File: src/rtl/fm_track_sector_parser_unit_defines.svh
// Assertion macros for the FM track sector parser.
// Users need signals named clk and arst_n in scope.
`ifndef FM_TRACK_SECTOR_PARSER_UNIT_DEFINES_SVH
`define FM_TRACK_SECTOR_PARSER_UNIT_DEFINES_SVH

// Property that must hold at every clock edge out of reset.
`define FMTSP_ASSERT_ALWAYS(label, expr, msg) \
	label: assert property (@(posedge clk) disable iff (!arst_n) (expr)) \
		else $error(msg);

// Antecedent in a cycle implies consequent in the same cycle.
`define FMTSP_ASSERT_IMPLIES(label, ante, cons, msg) \
	label: assert property (@(posedge clk) disable iff (!arst_n) (ante) |-> (cons)) \
		else $error(msg);

// Antecedent in a cycle implies consequent in the next cycle.
`define FMTSP_ASSERT_NEXT(label, ante, cons, msg) \
	label: assert property (@(posedge clk) disable iff (!arst_n) (ante) |=> (cons)) \
		else $error(msg);

`endif

File: src/rtl/fmtsp_pkg.sv
// Shared types, constants and helpers of the FM track sector parser.
// No dependencies; the top, front, queue and back modules import this package.
`timescale 1ns / 1ps

package fmtsp_pkg;

	localparam int MaxSectors   = 32;
	localparam int MaxDataBytes = 1024;
	localparam int BaseDataLen  = 128;

	localparam int QueueDepth = 4;
	localparam int QPtrW      = $clog2(QueueDepth);
	localparam int QCntW      = $clog2(QueueDepth + 1);

	localparam int PaddrW          = 3;
	localparam int RegTrackLength  = 0;
	localparam logic [15:0] TrackLenReset = 16'd3125;

	localparam logic [7:0] IdMark      = 8'hFE;
	localparam logic [7:0] DataMark    = 8'hFB;
	localparam logic [7:0] DeletedMark = 8'hF8;
	localparam logic [6:0] ConfidenceFound = 7'd80;

	typedef enum logic [2:0] {
		PH_SEEK_ID   = 3'd0,
		PH_HEADER    = 3'd1,
		PH_ID_CRC    = 3'd2,
		PH_SEEK_DATA = 3'd3,
		PH_DATA      = 3'd4,
		PH_DATA_CRC  = 3'd5
	} phase_t;

	typedef enum logic [1:0] {
		KIND_HEADER  = 2'd0,
		KIND_DATA    = 2'd1,
		KIND_SUMMARY = 2'd2
	} kind_t;

	typedef struct packed {
		kind_t       kind;
		logic [7:0]  track_id;
		logic [7:0]  head_id;
		logic [7:0]  sector_id;
		logic [7:0]  size_id;
		logic [7:0]  data_byte;
		logic [9:0]  byte_index;
		logic        last_of_sector;
		logic        truncated;
		logic [5:0]  sectors_found;
		logic [6:0]  confidence;
		logic        last_result;
	} result_t;

	// One queue entry per byte that yields results: an optional header or
	// data result, optionally followed by the end-of-track summary.
	typedef struct packed {
		logic    has_main;
		logic    has_sum;
		result_t main;
	} entry_t;

	// Sector data length from the raw size code, capped.
	function automatic logic [10:0] sector_len(input logic [7:0] size);
		int len;
		if (size >= 8'd3) begin
			len = MaxDataBytes;
		end else begin
			len = BaseDataLen << size[1:0];
		end
		if (len > MaxDataBytes) begin
			len = MaxDataBytes;
		end
		return 11'(len);
	endfunction

endpackage

File: src/rtl/fmtsp_if.sv
// Handshake channel interfaces of the FM track sector parser:
// byte input channel and result output channel. No dependencies.
`timescale 1ns / 1ps

interface fmtsp_in_if;
	logic       valid;
	logic       ready;
	logic [7:0] track_byte;

	modport source (output valid, output track_byte, input ready);
	modport sink (input valid, input track_byte, output ready);
endinterface

interface fmtsp_out_if;
	logic       valid;
	logic       ready;
	logic [1:0] kind;
	logic [7:0] track_id;
	logic [7:0] head_id;
	logic [7:0] sector_id;
	logic [7:0] size_id;
	logic [7:0] data_byte;
	logic [9:0] byte_index;
	logic       last_of_sector;
	logic       truncated;
	logic [5:0] sectors_found;
	logic [6:0] confidence;
	logic       last_result;

	modport source (output valid, output kind, output track_id, output head_id,
		output sector_id, output size_id, output data_byte, output byte_index,
		output last_of_sector, output truncated, output sectors_found,
		output confidence, output last_result, input ready);
	modport sink (input valid, input kind, input track_id, input head_id,
		input sector_id, input size_id, input data_byte, input byte_index,
		input last_of_sector, input truncated, input sectors_found,
		input confidence, input last_result, output ready);
endinterface

File: src/rtl/fm_track_sector_parser_unit.sv
// A result passes through the queue and then the output register after its byte is
// accepted. Bytes are taken one per cycle while the queue is not full; the output
// register issues one result per cycle while out_ch.ready allows, so a byte with
// both a sector result and the summary issues them one after the other there.
// A 4-entry queue between the parse state machine and the output stage absorbs
// that and output stalls. Reset clears parse state, queue and output valid,
// and sets track_length to 3125; there is no clearing pass.
`timescale 1ns / 1ps

module fm_track_sector_parser_unit (
	input  logic                          clk,
	input  logic                          arst_n,
	fmtsp_in_if.sink                      in_ch,
	fmtsp_out_if.source                   out_ch,
	input  logic                          psel,
	input  logic                          penable,
	input  logic                          pwrite,
	input  logic [fmtsp_pkg::PaddrW-1:0]  paddr,
	input  logic [31:0]                   pwdata,
	output logic [31:0]                   prdata,
	output logic                          pready
);
	import fmtsp_pkg::*;

	logic [15:0] track_length_q;
	logic        reg_sel;
	logic        q_full;
	logic        push;
	entry_t      push_entry;
	logic        pop;
	logic        head_valid;
	entry_t      head_entry;

	assign pready  = 1'b1;
	assign reg_sel = paddr[PaddrW-1:2] == (PaddrW-2)'(RegTrackLength);
	assign prdata  = reg_sel ? {16'd0, track_length_q} : 32'd0;

	always_ff @(posedge clk or negedge arst_n) begin
		if (!arst_n) begin
			track_length_q <= TrackLenReset;
		end else if (psel && penable && pwrite && reg_sel) begin
			track_length_q <= pwdata[15:0];
		end
	end

	fmtsp_front u_front (
		.clk          (clk),
		.arst_n       (arst_n),
		.track_length (track_length_q),
		.in_valid     (in_ch.valid),
		.in_ready     (in_ch.ready),
		.track_byte   (in_ch.track_byte),
		.q_full       (q_full),
		.push         (push),
		.push_entry   (push_entry)
	);

	fmtsp_queue u_queue (
		.clk        (clk),
		.arst_n     (arst_n),
		.push       (push),
		.push_entry (push_entry),
		.full       (q_full),
		.pop        (pop),
		.head_valid (head_valid),
		.head_entry (head_entry)
	);

	fmtsp_back u_back (
		.clk        (clk),
		.arst_n     (arst_n),
		.head_valid (head_valid),
		.head_entry (head_entry),
		.pop        (pop),
		.out_ch     (out_ch)
	);

endmodule

File: src/rtl/fmtsp_front.sv
// Front end of the FM track sector parser: takes track bytes, runs the
// mark/field state machine and pushes result entries. Uses fmtsp_pkg.
`timescale 1ns / 1ps

module fmtsp_front (
	input  logic               clk,
	input  logic               arst_n,
	input  logic [15:0]        track_length,
	input  logic               in_valid,
	output logic               in_ready,
	input  logic [7:0]         track_byte,
	input  logic               q_full,
	output logic               push,
	output fmtsp_pkg::entry_t  push_entry
);
	import fmtsp_pkg::*;

	phase_t      phase_q, phase_d;
	logic [15:0] pos_q, pos_d;
	logic [10:0] fc_q, fc_d;
	logic [7:0]  trk_q, trk_d;
	logic [7:0]  hd_q, hd_d;
	logic [7:0]  sec_q, sec_d;
	logic [10:0] sdl_q, sdl_d;
	logic [5:0]  tally_q, tally_d, tally_upd;

	logic        accept;
	logic [16:0] pos_inc;
	logic        last_byte;
	logic        id_room;
	logic [11:0] fc_inc;
	logic        fin;
	logic        is_dmark;
	logic        has_main;

	assign in_ready = !q_full;
	assign accept   = in_valid && !q_full;

	assign pos_inc   = {1'b0, pos_q} + 17'd1;
	assign last_byte = pos_inc >= {1'b0, track_length};
	assign id_room   = ({1'b0, pos_q} + 17'd10) < {1'b0, track_length};
	assign fc_inc    = {1'b0, fc_q} + 12'd1;
	assign fin       = fc_inc >= {1'b0, sdl_q};
	assign is_dmark  = (track_byte == DataMark) || (track_byte == DeletedMark);

	// Next state
	always_comb begin
		phase_d   = phase_q;
		fc_d      = fc_q;
		trk_d     = trk_q;
		hd_d      = hd_q;
		sec_d     = sec_q;
		sdl_d     = sdl_q;
		tally_upd = tally_q;
		unique case (phase_q) inside
			PH_HEADER: begin
				if (fc_q == 11'd0) begin
					trk_d = track_byte;
					fc_d  = fc_inc[10:0];
				end else if (fc_q == 11'd1) begin
					hd_d = track_byte;
					fc_d = fc_inc[10:0];
				end else if (fc_q == 11'd2) begin
					sec_d = track_byte;
					fc_d  = fc_inc[10:0];
				end else begin
					sdl_d   = sector_len(track_byte);
					phase_d = PH_ID_CRC;
					fc_d    = '0;
				end
			end
			PH_ID_CRC, PH_DATA_CRC: begin
				if (fc_q >= 11'd1) begin
					phase_d = (phase_q == PH_ID_CRC) ? PH_SEEK_DATA : PH_SEEK_ID;
					fc_d    = '0;
				end else begin
					fc_d = fc_inc[10:0];
				end
			end
			PH_SEEK_DATA: begin
				if (is_dmark && !last_byte) begin
					tally_upd = tally_q + 6'd1;
					phase_d   = PH_DATA;
					fc_d      = '0;
				end
			end
			PH_DATA: begin
				if (fin) begin
					phase_d = PH_DATA_CRC;
					fc_d    = '0;
				end else begin
					fc_d = fc_inc[10:0];
				end
			end
			default: begin
				if (track_byte == IdMark && id_room && tally_q < 6'(MaxSectors)) begin
					phase_d = PH_HEADER;
					fc_d    = '0;
				end else begin
					phase_d = PH_SEEK_ID;
				end
			end
		endcase

		tally_d = tally_upd;
		pos_d   = pos_inc[15:0];
		// End of track: start over for the next one
		if (last_byte) begin
			phase_d = PH_SEEK_ID;
			pos_d   = '0;
			fc_d    = '0;
			trk_d   = '0;
			hd_d    = '0;
			sec_d   = '0;
			sdl_d   = '0;
			tally_d = '0;
		end
	end

	// Entry outputs
	always_comb begin
		has_main   = (phase_q == PH_HEADER && fc_q >= 11'd3) || (phase_q == PH_DATA);
		push_entry = '0;
		push_entry.has_main = has_main;
		push_entry.has_sum  = last_byte;
		push_entry.main.sectors_found = tally_upd;
		push_entry.main.last_result   = !last_byte;
		if (phase_q == PH_DATA) begin
			push_entry.main.kind           = KIND_DATA;
			push_entry.main.data_byte      = track_byte;
			push_entry.main.byte_index     = fc_q[9:0];
			push_entry.main.last_of_sector = fin || last_byte;
			push_entry.main.truncated      = last_byte && !fin;
		end else begin
			push_entry.main.kind      = KIND_HEADER;
			push_entry.main.track_id  = trk_q;
			push_entry.main.head_id   = hd_q;
			push_entry.main.sector_id = sec_q;
			push_entry.main.size_id   = track_byte;
		end
		push = accept && (has_main || last_byte);
	end

	always_ff @(posedge clk or negedge arst_n) begin
		if (!arst_n) begin
			phase_q <= PH_SEEK_ID;
			pos_q   <= '0;
			fc_q    <= '0;
			trk_q   <= '0;
			hd_q    <= '0;
			sec_q   <= '0;
			sdl_q   <= '0;
			tally_q <= '0;
		end else if (accept) begin
			phase_q <= phase_d;
			pos_q   <= pos_d;
			fc_q    <= fc_d;
			trk_q   <= trk_d;
			hd_q    <= hd_d;
			sec_q   <= sec_d;
			sdl_q   <= sdl_d;
			tally_q <= tally_d;
		end
	end

endmodule

File: src/rtl/fmtsp_queue.sv
// Small FIFO of result entries between front and back end of the
// FM track sector parser. Uses fmtsp_pkg and the assertion macro header.
`timescale 1ns / 1ps
`include "fm_track_sector_parser_unit_defines.svh"

module fmtsp_queue (
	input  logic               clk,
	input  logic               arst_n,
	input  logic               push,
	input  fmtsp_pkg::entry_t  push_entry,
	output logic               full,
	input  logic               pop,
	output logic               head_valid,
	output fmtsp_pkg::entry_t  head_entry
);
	import fmtsp_pkg::*;

	entry_t             slots_q [QueueDepth];
	logic [QPtrW-1:0]   wr_ptr_q;
	logic [QPtrW-1:0]   rd_ptr_q;
	logic [QCntW-1:0]   count_q;

	assign full       = count_q == QCntW'(QueueDepth);
	assign head_valid = count_q != '0;
	assign head_entry = slots_q[rd_ptr_q];

	always_ff @(posedge clk) begin
		if (push) begin
			slots_q[wr_ptr_q] <= push_entry;
		end
	end

	always_ff @(posedge clk or negedge arst_n) begin
		if (!arst_n) begin
			wr_ptr_q <= '0;
			rd_ptr_q <= '0;
			count_q  <= '0;
		end else begin
			if (push) begin
				wr_ptr_q <= (wr_ptr_q == QPtrW'(QueueDepth - 1)) ? '0 : wr_ptr_q + 1'b1;
			end
			if (pop) begin
				rd_ptr_q <= (rd_ptr_q == QPtrW'(QueueDepth - 1)) ? '0 : rd_ptr_q + 1'b1;
			end
			if (push && !pop) begin
				count_q <= count_q + 1'b1;
			end else if (pop && !push) begin
				count_q <= count_q - 1'b1;
			end
		end
	end

	`FMTSP_ASSERT_ALWAYS(a_count_bound, count_q <= QCntW'(QueueDepth), "queue count overflow")
	`FMTSP_ASSERT_IMPLIES(a_push_not_full, push, !full, "push into full queue")
	`FMTSP_ASSERT_IMPLIES(a_pop_not_empty, pop, head_valid, "pop from empty queue")
	`FMTSP_ASSERT_NEXT(a_push_only_grows, push && !pop, count_q != '0, "push lost")

endmodule

File: src/rtl/fmtsp_back.sv
// Back end of the FM track sector parser: drains queue entries and
// emits one result per cycle, while out_ch.ready allows, through an output register. Uses fmtsp_pkg.
`timescale 1ns / 1ps

module fmtsp_back (
	input  logic               clk,
	input  logic               arst_n,
	input  logic               head_valid,
	input  fmtsp_pkg::entry_t  head_entry,
	output logic               pop,
	fmtsp_out_if.source        out_ch
);
	import fmtsp_pkg::*;

	logic    out_valid_q;
	result_t res_q;
	logic    sum_pend_q;

	logic    load;
	logic    emit_sum;
	result_t sum_res;

	assign load     = !out_valid_q || out_ch.ready;
	assign emit_sum = sum_pend_q || !head_entry.has_main;
	assign pop      = load && head_valid && (emit_sum || !head_entry.has_sum);

	always_comb begin
		sum_res               = '0;
		sum_res.kind          = KIND_SUMMARY;
		sum_res.sectors_found = head_entry.main.sectors_found;
		sum_res.confidence    = (head_entry.main.sectors_found != '0) ? ConfidenceFound : '0;
		sum_res.last_result   = 1'b1;
	end

	always_ff @(posedge clk or negedge arst_n) begin
		if (!arst_n) begin
			out_valid_q <= 1'b0;
			sum_pend_q  <= 1'b0;
		end else if (load) begin
			out_valid_q <= head_valid;
			// hold the summary back until the main result has gone out
			sum_pend_q  <= head_valid && !emit_sum && head_entry.has_sum;
		end
	end

	always_ff @(posedge clk) begin
		if (load && head_valid) begin
			res_q <= emit_sum ? sum_res : head_entry.main;
		end
	end

	assign out_ch.valid          = out_valid_q;
	assign out_ch.kind           = res_q.kind;
	assign out_ch.track_id       = res_q.track_id;
	assign out_ch.head_id        = res_q.head_id;
	assign out_ch.sector_id      = res_q.sector_id;
	assign out_ch.size_id        = res_q.size_id;
	assign out_ch.data_byte      = res_q.data_byte;
	assign out_ch.byte_index     = res_q.byte_index;
	assign out_ch.last_of_sector = res_q.last_of_sector;
	assign out_ch.truncated      = res_q.truncated;
	assign out_ch.sectors_found  = res_q.sectors_found;
	assign out_ch.confidence     = res_q.confidence;
	assign out_ch.last_result    = res_q.last_result;

endmodule
File: src/flat_wrapper.sv
// flat-port wrapper written by rule: the top's interface ports become plain ports
module fm_track_sector_parser_unit_flat import fmtsp_pkg::*;
  (clk, arst_n, psel, penable, pwrite, paddr, pwdata, prdata, pready, in_ch_valid, in_ch_track_byte, in_ch_ready, out_ch_valid, out_ch_kind, out_ch_track_id, out_ch_head_id, out_ch_sector_id, out_ch_size_id, out_ch_data_byte, out_ch_byte_index, out_ch_last_of_sector, out_ch_truncated, out_ch_sectors_found, out_ch_confidence, out_ch_last_result, out_ch_ready);
  fmtsp_in_if in_ch_i ();
  fmtsp_out_if out_ch_i ();
  input  logic clk;
  input  logic arst_n;
  input  logic psel;
  input  logic penable;
  input  logic pwrite;
  input  logic [fmtsp_pkg::PaddrW-1:0] paddr;
  input  logic [31:0] pwdata;
  output logic [31:0] prdata;
  output logic pready;
  input wire logic [$bits(in_ch_i.valid)-1:0] in_ch_valid;
  input wire logic [$bits(in_ch_i.track_byte)-1:0] in_ch_track_byte;
  output wire logic [$bits(in_ch_i.ready)-1:0] in_ch_ready;
  output wire logic [$bits(out_ch_i.valid)-1:0] out_ch_valid;
  output wire logic [$bits(out_ch_i.kind)-1:0] out_ch_kind;
  output wire logic [$bits(out_ch_i.track_id)-1:0] out_ch_track_id;
  output wire logic [$bits(out_ch_i.head_id)-1:0] out_ch_head_id;
  output wire logic [$bits(out_ch_i.sector_id)-1:0] out_ch_sector_id;
  output wire logic [$bits(out_ch_i.size_id)-1:0] out_ch_size_id;
  output wire logic [$bits(out_ch_i.data_byte)-1:0] out_ch_data_byte;
  output wire logic [$bits(out_ch_i.byte_index)-1:0] out_ch_byte_index;
  output wire logic [$bits(out_ch_i.last_of_sector)-1:0] out_ch_last_of_sector;
  output wire logic [$bits(out_ch_i.truncated)-1:0] out_ch_truncated;
  output wire logic [$bits(out_ch_i.sectors_found)-1:0] out_ch_sectors_found;
  output wire logic [$bits(out_ch_i.confidence)-1:0] out_ch_confidence;
  output wire logic [$bits(out_ch_i.last_result)-1:0] out_ch_last_result;
  input wire logic [$bits(out_ch_i.ready)-1:0] out_ch_ready;
  assign in_ch_i.valid = in_ch_valid;
  assign in_ch_i.track_byte = in_ch_track_byte;
  assign in_ch_ready = in_ch_i.ready;
  assign out_ch_valid = out_ch_i.valid;
  assign out_ch_kind = out_ch_i.kind;
  assign out_ch_track_id = out_ch_i.track_id;
  assign out_ch_head_id = out_ch_i.head_id;
  assign out_ch_sector_id = out_ch_i.sector_id;
  assign out_ch_size_id = out_ch_i.size_id;
  assign out_ch_data_byte = out_ch_i.data_byte;
  assign out_ch_byte_index = out_ch_i.byte_index;
  assign out_ch_last_of_sector = out_ch_i.last_of_sector;
  assign out_ch_truncated = out_ch_i.truncated;
  assign out_ch_sectors_found = out_ch_i.sectors_found;
  assign out_ch_confidence = out_ch_i.confidence;
  assign out_ch_last_result = out_ch_i.last_result;
  assign out_ch_i.ready = out_ch_ready;
  fm_track_sector_parser_unit u_core (.clk(clk), .arst_n(arst_n), .in_ch(in_ch_i), .out_ch(out_ch_i), .psel(psel), .penable(penable), .pwrite(pwrite), .paddr(paddr), .pwdata(pwdata), .prdata(prdata), .pready(pready));
endmodule
File: config.mk
export PLATFORM = sky130hd
export DESIGN_NAME = fm_track_sector_parser_unit_flat
export DESIGN_NICKNAME = d
export VERILOG_FILES = /design/src/rtl/fmtsp_pkg.sv /design/src/rtl/fmtsp_if.sv /design/src/rtl/fm_track_sector_parser_unit.sv /design/src/rtl/fmtsp_front.sv /design/src/rtl/fmtsp_queue.sv /design/src/rtl/fmtsp_back.sv /design/src/flat_wrapper.sv
export VERILOG_INCLUDE_DIRS = /design/src /design/src/rtl
export SDC_FILE = /design/constraint.sdc
export NUM_CORES = 1
export LEC_CHECK = 0
export ABC_AREA = 0
export BUFFER_PORTS_ARGS = -buffer_cell sky130_fd_sc_hd__clkbuf_2
export CAP_MARGIN = 20
export CORE_ASPECT_RATIO = 0.5
export CORE_MARGIN = 8
export CORE_UTILIZATION = 34
export DETAILED_ROUTE_END_ITERATION = 10
export GPL_ROUTABILITY_DRIVEN = 0
export SLEW_MARGIN = 20
export SYNTH_ARGS = -nofsm -noshare
export SYNTH_HDL_FRONTEND = slang
export SYNTH_SLANG_ARGS = --single-unit
File: constraint.sdc
create_clock -name clk -period 14 [get_ports clk]
set_clock_uncertainty 0.05 [all_clocks]
set_input_delay 0 -clock clk [delete_from_list [all_inputs] [get_ports clk]]
set_output_delay 0 -clock clk [all_outputs]
set_load 0.02 [all_outputs]
**Word-level counts from Yosys, hierarchy flattened**

Memory sizes are Yosys's and may differ from the RTL's.
Cells that the tools add are included.
Widths: inputs -> output; s select.

- Register bits: 164
- Bits in writable memories: 248
- Bits of input ports: 50
- Output and inout bits: 103
- Logic and storage cells: 173
- Memories kept: 1

- Add/sub/neg operators: 8
- $lt $le $gt $ge: 8
- Eq/ne operators: 22
- Shift operators: 1
- Multiplexer cells: 58
- Bitwise logic cells: 1
- Reduce and logical (&&, ||, !) cells: 48

Memories:

| memory | words | width | rd ports | clocked after memory_dff | write ports | line | text |
|---|---|---|---|---|---|---|---|
| u_core.u_queue.slots_q | 4 | 62 | 1 | 0 | 1 | fmtsp_queue.sv:18 | `entry_t slots_q [QueueDepth];` |

Operators by type and width:

| operator | count |
|---|---|
| $mux 32 | 6 |
| $mux 11 | 14 |
| $mux 8 | 13 |
| $pmux 11 s4 | 1 |
| $gt 32x12->1 const B | 1 |
| $mux 16 | 2 |
| $shl 8x2->32 const A | 1 |
| $mux 3 | 9 |
| $eq 8x8->1 const B | 3 |
| $mux 20 | 1 |
| $mux 6 | 3 |
| $add 16x1->17 const B | 1 |
| $add 16x4->17 const B | 1 |
| $ge 17x16->1 | 1 |
| $lt 17x16->1 | 1 |
| $logic_and 1x1->1 | 16 |
| $ne 3x3->1 const B | 5 |
| $add 11x1->12 const B | 1 |
| $ge 12x11->1 | 1 |
| $pmux 3 s4 | 1 |
| $reduce_bool 6->1 | 2 |
| $eq 11x1->1 const B | 1 |
| $eq 11x2->1 const B | 1 |
| $ge 11x1->1 const B | 1 |
| 27 further kinds | 59 |

**Logic depth before layout (Yosys ltp)**

Gate-level depths: netlist of run 1.

- Depth in word-level cells: 13
- Depth in mapped cells: 21

**Cells and area by module**

A second synthesis of run 1 with hierarchy kept.

- Cell total of the unflattened synthesis: 1249
- Area, all modules: 19095.8 um^2

By module, submodules not included:

| module | instances | cells each | area each (um^2) | sequential area each (um^2) |
|---|---|---|---|---|
| fmtsp_queue | 1 | 403 | 10596.4 | 8583.2 |
| fmtsp_front | 1 | 625 | 4936.0 | 1601.5 |
| fmtsp_back | 1 | 151 | 2656.3 | 2092.0 |
| fm_track_sector_parser_unit | 1 | 70 | 907.1 | 407.9 |

**Worst setup path before layout of run 1**

OpenSTA, ideal clock, no wires.

- Path kind: register to register
- Start: reg u_core.u_front.pos_q[2]
- End: mem u_core.u_queue.slots_q[0][0] (netlist bit) (enable)
- Arrival: 4.392 ns
- Slack: 9.131 ns
- Stages on the path, launching flop included: 17
- Path buffers: 1
- Path through: dfrtp_1 > ha_1 > nand2_1 > nor2_1 > nand3_1 > nor2_1 > nand3_1 > xnor2_1 > ha_1 > nand4b_1 > o41ai_1 > a221oi_1 > o31ai_2 > buf_4 > o21ai_0 > inv_1 > and2_1

- Word-level cells in the longest chain between the ends: 6

RTL lines:

| item | line | text |
|---|---|---|
| from (decl) | fmtsp_front.sv:19 | `logic [15:0] pos_q, pos_d;` |
| from (signal assigned) | fmtsp_front.sv:156 | `pos_q <= pos_d;` |
| $add 16x1->17 | fmtsp_front.sv:39 | `assign pos_inc = {1'b0, pos_q} + 17'd1;` |
| $ge 17x16->1 | fmtsp_front.sv:40 | `assign last_byte = pos_inc >= {1'b0, track_length};` |
| $logic_or 1x1->1 | fmtsp_front.sv:141 | `push = accept && (has_main \|\| last_byte);` |
| $logic_and 1x1->1 | fmtsp_front.sv:141 |  |
| named net u_core.push | fm_track_sector_parser_unit.sv:28 | `logic push;` |
| $mux 1 | fmtsp_queue.sv:28 | `if (push) begin` |
| $mux 1 (not written as such) | fmtsp_queue.sv:29 | `slots_q[wr_ptr_q] <= push_entry;` |
| to (decl) | fmtsp_queue.sv:18 |  |

The timed path passes the listed nets, and every way through them passes these cells.

**Worst setup path after layout of run 1**

- Start: reg u_core.u_front.pos_q[0]
- End: mem u_core.u_queue.slots_q[3][4] (netlist bit) (enable)

The elaborated chain is that of the path after synthesis.

==> results.json, run 1 <==
{
  "finalWirelength_um": 37900,
  "cts_resized": 0,
  "worst_pin_slew_ns": 1.09,
  "synth_top_family_by_area": "simple AND/OR/NAND/NOR gates",
  "end_kind": "register",
  "min_period_ns": 5.09,
  "status": "complete, no violations",
  "netlist_instances": 1196,
  "vias_per_cell": 4.91,
  "rows": 58,
  "dp_hpwl_um": 23300,
  "powerDensity_nw_per_um2": 195,
  "port_buffers": 112,
  "remaining_drc_errors": 0,
  "slew_headroom_pct": 26.5,
  "final_nets": 1431,
  "clockBufferDepth": 3,
  "htree_levels": 2,
  "maxCapViolations": 0,
  "p_sw_share_pct": 32.6,
  "area_delta_synth_final_pct": 16.6,
  "vdd_drop_max_mv": 0.100,
  "final_design_area_no_fill_um2": 20400,
  "period_share_pct": 36.4,
  "finalHoldViolations": 0,
  "critPathRequiredTime_ns": 14.19,
  "wl_per_cell_um": 18.5,
  "setup-violations-final": 0,
  "slew_violations": 0,
  "postRouteAntennaNets": 0,
  "clk_latency_ns": 0.55,
  "grt_max_degree": 64,
  "cellInternalPower_w": 0.00268,
  "overflow": 0,
  "synth_cell_types": 67,
  "post_cts_buffers": 0,
  "dr.pass1.iters": 5,
  "seqPwrFrac_pct": 43.4,
  "arrival_ns": 5.28,
  "cp_max_fo": 35,
  "grt_pass1_wl_um": 59200,
  "combPwrFrac_pct": 28.9,
  "crit_type": "register to register",
  "ys_seq_elements": 399,
  "vias": 10100,
  "core_region_area_um2": 50500,
  "synth-async-reset-ratio_pct": 22.3,
  "yosysWarnings": 0,
  "cp-start-kind": "register",
  "die_area_um2": 59300,
  "cts_root_buf": "clkbuf_16",
  "yosys_most_used_dff": "edfxtp_1",
  "fmax_mhz": 196,
  "cts.sinks": 399,
  "synthMuxAreaShare_pct": 9.29,
  "synth_enable_flop_cells": 310,
  "power_switching_w": 0.00129,
  "grt_use_total_pct": 12.4,
  "drive_gt1_share_pct": 22.2,
  "rsz0062_at_grt": "false",
  "clkPwrFrac_pct": 27.7,
  "synthXorXnorAreaFrac_pct": 1.96,
  "antenna_found_initial": 0,
  "syn-cell-area_um2": 17500,
  "drt_iter0_drc": 665,
  "synth_compound_gate_area_share_pct": 5.45,
  "io_pins": 153,
  "num_antenna_cells": 0,
  "synth_fa_ha_area_share_pct": 3.63,
  "cts_buffers": 39,
  "worstHoldPathType": "primary input to register",
  "place_area_um2": 18700,
  "die_w_um": 337,
  "seq_area_frac_synth_pct": 66.1,
  "tns_ns": 0,
  "die_height_um": 176,
  "start_util_pct": 34.6,
  "grt_pass1_vias": 10300,
  "leakagePower_nw": 7.88,
  "syn_area_per_cell_um2": 14.6,
  "yosys.area_share.simple_pct": 10.1,
  "cts_tree": "yes",
  "clk_pin_slew_ns": 0.07
}
==> power by group through the flow <==
| stage | sequential (W) | clock, W | combinational [W] |
|---|---|---|---|
| 2_1_floorplan | 0.00181 | 0 | 0.000735 |
| 3_3_place_gp | 0.00175 | 0 | 0.00115 |
| 3_5_place_dp | 0.00175 | 0 | 0.00116 |
| 4_1_cts | 0.00173 | 0.00113 | 0.00117 |
| 5_1_grt | 0.00175 | 0.00117 | 0.00126 |
| 6_report | 0.00172 | 0.00110 | 0.00115 |
==> layer usage <==
metal / GRT usage (%) / routed length, µm / up-vias
met1: 16.2 / 16800 / 5090
met4: 2.71 / 571 / 0
met2: 21.4 / 18800 / 204
met5: 0 / 0 / -
li1: - / - / 4739
met3: 2.53 / 1720 / 50
==> cell usage in the layout (no fill, tap or decap), drive strengths merged, types with 3 or more instances in the layout <==
master,Yosys,final
edfxtp,310,310
clkbuf,44,162
nand2,97,97
dfrtp,83,83
and3,72,72
o21ai,64,64
mux4,62,62
nor2,54,54
ha,49,49
inv,45,49
and2,39,39
dlygate4sd3,0,31
nand3,28,28
a21oi,25,25
conb,2,22
xor2,21,21
mux2,20,20
xnor2,18,18
buf,42,18
nand4,12,12
nor3,11,11
clkinv,0,10
o31ai,8,8
o211ai,7,7
o41ai,6,6
nor4,6,6
dfstp,6,6
a211oi,6,6
or3,5,5
nand2b,5,5
bufinv,0,5
and4,4,4
a41oi,4,4
nor2b,3,3
o21a,3,3
a31oi,3,3
a21o,3,3
a22oi,3,3
==> synth_stat cells, drive strengths merged (2+ instances only) <==
cell type / n / area share, %
a21oi: 25 / 0.72
clkbuf: 44 / 0.95
a22oi: 3 / 0.16
dfstp: 6 / 0.90
o211ai: 7 / 0.30
nand4b: 2 / 0.10
nor2b: 3 / 0.11
a31oi: 3 / 0.11
or3: 5 / 0.18
and2: 39 / 1.4
nor4b: 2 / 0.10
o21a: 3 / 0.13
and4: 4 / 0.20
o21ai: 64 / 1.9
edfxtp: 310 / 53
mux4: 62 / 8.0
o311a: 2 / 0.11
inv: 45 / 0.97
and3: 72 / 2.6
ha: 49 / 3.5
o41ai: 6 / 0.30
dfrtp: 83 / 12
conb: 2 / 0.043
o2111ai: 2 / 0.10
nand3: 28 / 0.80
buf: 42 / 1.5
or2: 2 / 0.072
nor2: 54 / 1.2
a211oi: 6 / 0.29
nand4: 12 / 0.43
xnor2: 18 / 0.90
nor3: 11 / 0.34
mux2: 20 / 1.3
xor2: 21 / 1.1
a41oi: 4 / 0.20
a21o: 3 / 0.13
nand2b: 5 / 0.18
nand2: 97 / 2.1
o31ai: 8 / 0.37
a22o: 2 / 0.10
nor4: 6 / 0.21
==> through the flow <==
step | hold slack, ns | utilization [%] | std cells | worst slack (ns) | power [W]
final | 0.175 | 40.3 | 2052 | 8.91 | 0.00397
after global routing | 0.168 | 40.3 | 2052 | 8.38 | 0.00418
after CTS | 0.140 | 40.3 | 2052 | 8.83 | 0.00403
after detailed placement | 0.00569 | 37.0 | 1948 | 8.88 | 0.00292
after global placement | -0.000724 | 37.0 | 1948 | 8.87 | 0.00290
after floorplan | -0.346 | - | 1216 | 9.13 | 0.00255
==> logic make-up after synthesis <==
group | after synthesis
compound gates | 148
xor+xnor | 39
fa+ha+maj | 50
buf+inv | 131
flops | 399
mux | 82
other cells | 2
simple gates | 345
==> final cells by class <==
class                           instances  area [µm²]
Sequential cell                       399       11500
Fill cell                            4701       30200
Multi-Input combinational cell        686        5420
Clock buffer                           51        1050
Tap cell                              690         863
Clock inverter                         21         282
Timing Repair Buffer                  160        1020
Inverter                               45         169
==> worst max-delay path: stages, from the launching register on <==
cell and delay (ns):
dfrtp_1 0.47, ha_1 0.26, nand3_1 0.31, or3_1 0.55, nor2_1 0.15, xor2_1 0.21, ha_1 0.29, a211oi_1 0.22
o211ai_1 0.14, a221oi_1 0.44, o31ai_4 0.16, o21ai_0 0.36, inv_1 0.18, and2_2 0.50, buf_4 0.44
==> sequential cells by signal (all words and copies together) (netlist names), 6 cells and up <==
name	count
u_core.u_back.out_ch.sectors_found	6
u_core.u_back.out_ch.sector_id	8
u_core.u_front.tally_q	6
u_core.u_queue.slots_q	248
u_core.u_front.hd_q	8
u_core.track_length_q	16
u_core.u_back.out_ch.track_id	8
u_core.u_front.pos_q	16
u_core.u_back.out_ch.data_byte	8
u_core.u_front.sec_q	8
u_core.u_front.fc_q	11
u_core.u_back.out_ch.byte_index	10
u_core.u_back.out_ch.head_id	8
u_core.u_back.out_ch.size_id	8
u_core.u_front.trk_q	8
==> what timing repair did <==
| item | 4_1_cts | 5_1_grt |
|---|---|---|
| hold endpoints to repair | 164 | 0 |
| hold buffers | 32 | 0 |
| setup endpoints to repair | 0 | 0 |
==> path summary, 6_finish.rpt <==
kind                                                      from                                endpoint  slack [ns]  cells past startpoint
max                        u_core.u_front.pos_q[0]$_DFFE_PN0P_  u_core.u_queue.slots_q[3][4]$_DFFE_PP_        8.91                     14
min                                                 pwdata[12]   u_core.track_length_q[12]$_DFFE_PN0P_        0.18                      3
max reg2reg                u_core.u_front.pos_q[0]$_DFFE_PN0P_  u_core.u_queue.slots_q[3][4]$_DFFE_PP_        8.91                     14
min reg2reg                 u_core.u_front.hd_q[3]$_DFFE_PN0P_      u_core.u_front.hd_q[3]$_DFFE_PN0P_        0.42                      2
max in group asynchronous                               arst_n  u_core.u_queue.rd_ptr_q[0]$_DFFE_PN0P_       12.76                      4
min in group asynchronous                               arst_n  u_core.u_back.out_ch.valid$_DFFE_PN0P_        0.47                      4
Power figures use the tool's default switching activity.
==> inputs of run 2 (changes only) <==
--- a/config.mk
+++ b/config.mk
@@ -6,7 +6,7 @@
 export SDC_FILE = /design/constraint.sdc
 export NUM_CORES = 1
 export LEC_CHECK = 0
-export ABC_AREA = 0
+export ABC_AREA = 1
 export BUFFER_PORTS_ARGS = -buffer_cell sky130_fd_sc_hd__clkbuf_2
 export CAP_MARGIN = 20
 export CORE_ASPECT_RATIO = 0.5
==> constraint.sdc (replaced) <==
create_clock -name clk -period 4.4 [get_ports clk]
set_clock_uncertainty 0.05 [all_clocks]
set_input_delay 0 -clock clk [delete_from_list [all_inputs] [get_ports clk]]
set_output_delay 0 -clock clk [all_outputs]
set_load 0.02 [all_outputs]
==> run 2 against run 1 <==
Wire length up 10%. Highest routed layer unchanged. Sequential share of layout area shrank 2.3 points. Cell area is 4.2% higher. Non-clock buffer count up 33. Synthesized cell count rose by 44%. Maximum frequency rose by 29%. Power rose to 3.3 times the previous value. Critical path depth increased by 10. Setup slack got worse by 8.5 ns. Flip-flop and latch count unchanged. Final cell count increased by 28%.
==> results.json, run 2 <==
{
  "status": "complete, no violations",
  "vias_per_cell": 4.71,
  "cp_max_fo": 6,
  "crit_buf_inv": 4,
  "reg.largest.list": "u_core.u_queue.slots_q (248), u_core.track_length_q (16), u_core.u_front.pos_q (16)",
  "synth-async-reset-ratio_pct": 22.3,
  "yosysWarnings": 0,
  "io_pins": 153,
  "critPathMaxStageDelay_ns": 0.43,
  "final_nets": 1987,
  "htree_levels": 2,
  "antenna_found_initial": 1,
  "finalHoldViolations": 0,
  "num-fill-cells": 4959,
  "r2r-start": "u_core.u_front.pos_q[1]$_DFFE_PN0P_",
  "netlist_instances": 1725,
  "wl_per_cell_um": 16.0,
  "cp_slowest_cell": "fa_1",
  "clk_pin_slew_ns": 0.06,
  "largest-register": "u_core.u_queue.slots_q",
  "slew_headroom_pct": 26.4,
  "grt_max_degree": 99,
  "setup-violations-final": 0,
  "final_design_area_no_fill_um2": 21200,
  "largest_reg_flops": 248,
  "synth_top_area_share_pct": 51.6,
  "cp-start-kind": "register",
  "synth_cell_types": 48,
  "fmax_mhz": 253,
  "layout_common_cells": "nor2_1, edfxtp_1, nand2_1",
  "maxCapViolations": 0,
  "dr.pass1.iters": 6,
  "grt_pass1_wl_um": 66800,
  "cpLargestDelayFamily": "simple AND/OR/NAND/NOR gates",
  "drt_iter0_drc": 906,
  "grt_pass1_vias": 12300,
  "leakagePower_nw": 8.64,
  "r2r_setup_slack_ns": 0.45,
  "die_height_um": 179,
  "remaining_drc_errors": 0,
  "dp_hpwl_um": 25600,
  "start_util_pct": 34.5,
  "core_region_area_um2": 52200,
  "critPathRequiredTime_ns": 4.78,
  "synth_top_area_cell": "edfxtp_1",
  "r2r_cells": 24,
  "cts_buffers": 39,
  "area_delta_synth_final_pct": 17.7,
  "syn_area_per_cell_um2": 10.5,
  "port_buffers": 112,
  "worst_pin_slew_ns": 1.10,
  "die_w_um": 342,
  "vias": 12300,
  "seq_area_frac_synth_pct": 64.0,
  "clk_latency_ns": 0.55,
  "vdd_drop_max_mv": 0.322,
  "ys_seq_elements": 399,
  "clockBufferDepth": 3,
  "cts.sinks": 399,
  "cts_tree": "yes",
  "syn-cell-area_um2": 18000,
  "arrival_ns": 4.33,
  "yosys_most_used_dff": "edfxtp_1",
  "postRouteAntennaNets": 0,
  "crit_type": "register to register",
  "drive_gt1_share_pct": 13.3,
  "timing.hold.ws_ns": 0.0557,
  "synth_enable_flop_cells": 310,
  "worstHoldPathType": "primary input to async pin",
  "die_area_um2": 61100,
  "synth.most_common_cell": "nor2_1",
  "finalWirelength_um": 41900,
  "rr_endpoint": "u_core.u_queue.count_q[2]$_DFFE_PN0P_",
  "min_period_ns": 3.95,
  "final_common_cell": "nor2_1",
  "end_kind": "register",
  "rows": 59,
  "slew_violations": 0,
  "synth_common_cells": "nor2_1, edfxtp_1, nand2_1, inv_1, o21ai_0",
  "grt_use_total_pct": 13.6,
  "place_area_um2": 19300,
  "cts_root_buf": "clkbuf_16",
  "path_cells": "ha_1 -> inv_1 -> nor4_4 -> nand2_1 -> inv_1 -> nand2_1 -> nor3_2 -> xor2_1 -> inv_1 -> ha_1 -> nand2_1 -> nor2_1 -> nand3_1 -> nor3_1 -> nor2_1 -> nand3_2 -> nand2_4 -> a21oi_4 -> ha_1 -> inv_1 -> fa_1 -> a21oi_1 -> o21ai_0 -> xnor2_1",
  "period_share_pct": 89.7,
  "powerDensity_nw_per_um2": 624,
  "overflow": 0,
  "cp_common_cell": "inv_1",
  "synthTopCellsByArea": "edfxtp_1, dfrtp_1, nor2_1, o21ai_0, nand2_1"
}
## run 2: what timing repair did
item | 4_1_cts | 5_1_grt
resized for setup | 0 | 3
hold endpoints to repair | 142 | 0
hold buffers | 59 | 0
setup endpoints to repair | 0 | 16
buffers inserted | 0 | 2
## run 2: cell type report
type,instances,area [µm²],share of cell area [%]
sequential,399,11600,54.4
multi-input combinational,1080,5450,25.7
timing repair buffer,193,1410,6.63
clock buffer,57,1100,5.21
tap,701,877,4.13
inverter,174,653,3.08
clock inverter,15,170,0.802
antenna,1,2.50,0.0118
## run 2: worst reg2reg max path, cell delays in order (launching register included)
cell	delay (ns)
dfrtp_1	0.40
ha_1	0.21
inv_1	0.09
nor4_4	0.17
nand2_1	0.13
inv_1	0.09
nand2_1	0.09
nor3_2	0.14
xor2_1	0.21
inv_1	0.06
ha_1	0.27
nand2_1	0.06
nor2_1	0.10
nand3_1	0.09
nor3_1	0.15
nor2_1	0.07
nand3_2	0.12
nand2_4	0.07
a21oi_4	0.18
ha_1	0.19
inv_1	0.08
fa_1	0.43
a21oi_1	0.14
o21ai_0	0.11
xnor2_1	0.13
## run 2: stage by stage
stage	power, W	setup TNS (ns)	setup slack, ns	util (%)	std cells
6_report	0.0132	0	0.453	40.7	2620
3_3_place_gp	0.00987	0	0.379	37.0	2486
5_1_grt	0.0141	-0.0229	-0.0229	40.7	2620
2_1_floorplan	0.00851	-127.01	-0.512	-	1745
3_5_place_dp	0.00995	0	0.379	37.0	2486
4_1_cts	0.0134	0	0.341	40.6	2617
## run 2: report_power, final
group / internal, W / leakage [nW] / switching, W
combinational: 0.00135 / 3.96 / 0.00307
clock: 0.00189 / 0.625 / 0.00145
sequential: 0.00502 / 4.06 / 0.000451
## run 2: worst max path at each step
| stage | startpoint | cells after the start | slack, ns | end |
|---|---|---|---|---|
| after global routing | u_core.u_front.pos_q[1]$_DFFE_PN0P_ | 24 | -0.02 | u_core.u_queue.count_q[2]$_DFFE_PN0P_ |
| final | u_core.u_front.pos_q[1]$_DFFE_PN0P_ | 24 | 0.45 | u_core.u_queue.count_q[2]$_DFFE_PN0P_ |
| after global placement | u_core.u_front.pos_q[2]$_DFFE_PN0P_ | 24 | 0.38 | u_core.u_queue.count_q[2]$_DFFE_PN0P_ |
| after detailed placement | u_core.u_front.pos_q[2]$_DFFE_PN0P_ | 24 | 0.38 | u_core.u_queue.count_q[2]$_DFFE_PN0P_ |
| after floorplan | u_core.u_front.pos_q[2]$_DFFE_PN0P_ | 21 | -0.51 | u_core.u_queue.slots_q[0][0]$_DFFE_PP_ |
| after CTS | u_core.u_front.pos_q[2]$_DFFE_PN0P_ | 24 | 0.34 | u_core.u_queue.count_q[2]$_DFFE_PN0P_ |
## run 2: metal layers
metal	part of all wire (%)	global-route usage [%]
met2	47	23.1
met4	1.5	3.08
met3	5.1	2.17
met1	46	18.2
met5	0	0
## run 2: logic make-up after synthesis
family	after synthesis	synth area share [%]
and+or+nand+nor	682	15.6
DFF	399	64.0
AOI/OAI and AO/OA	293	8.75
buffers and inverters	266	6.48
adders and majority gates	50	3.51
xor gates and xnor gates	32	1.55
other	2	0.0417
muxes	1	0.0624
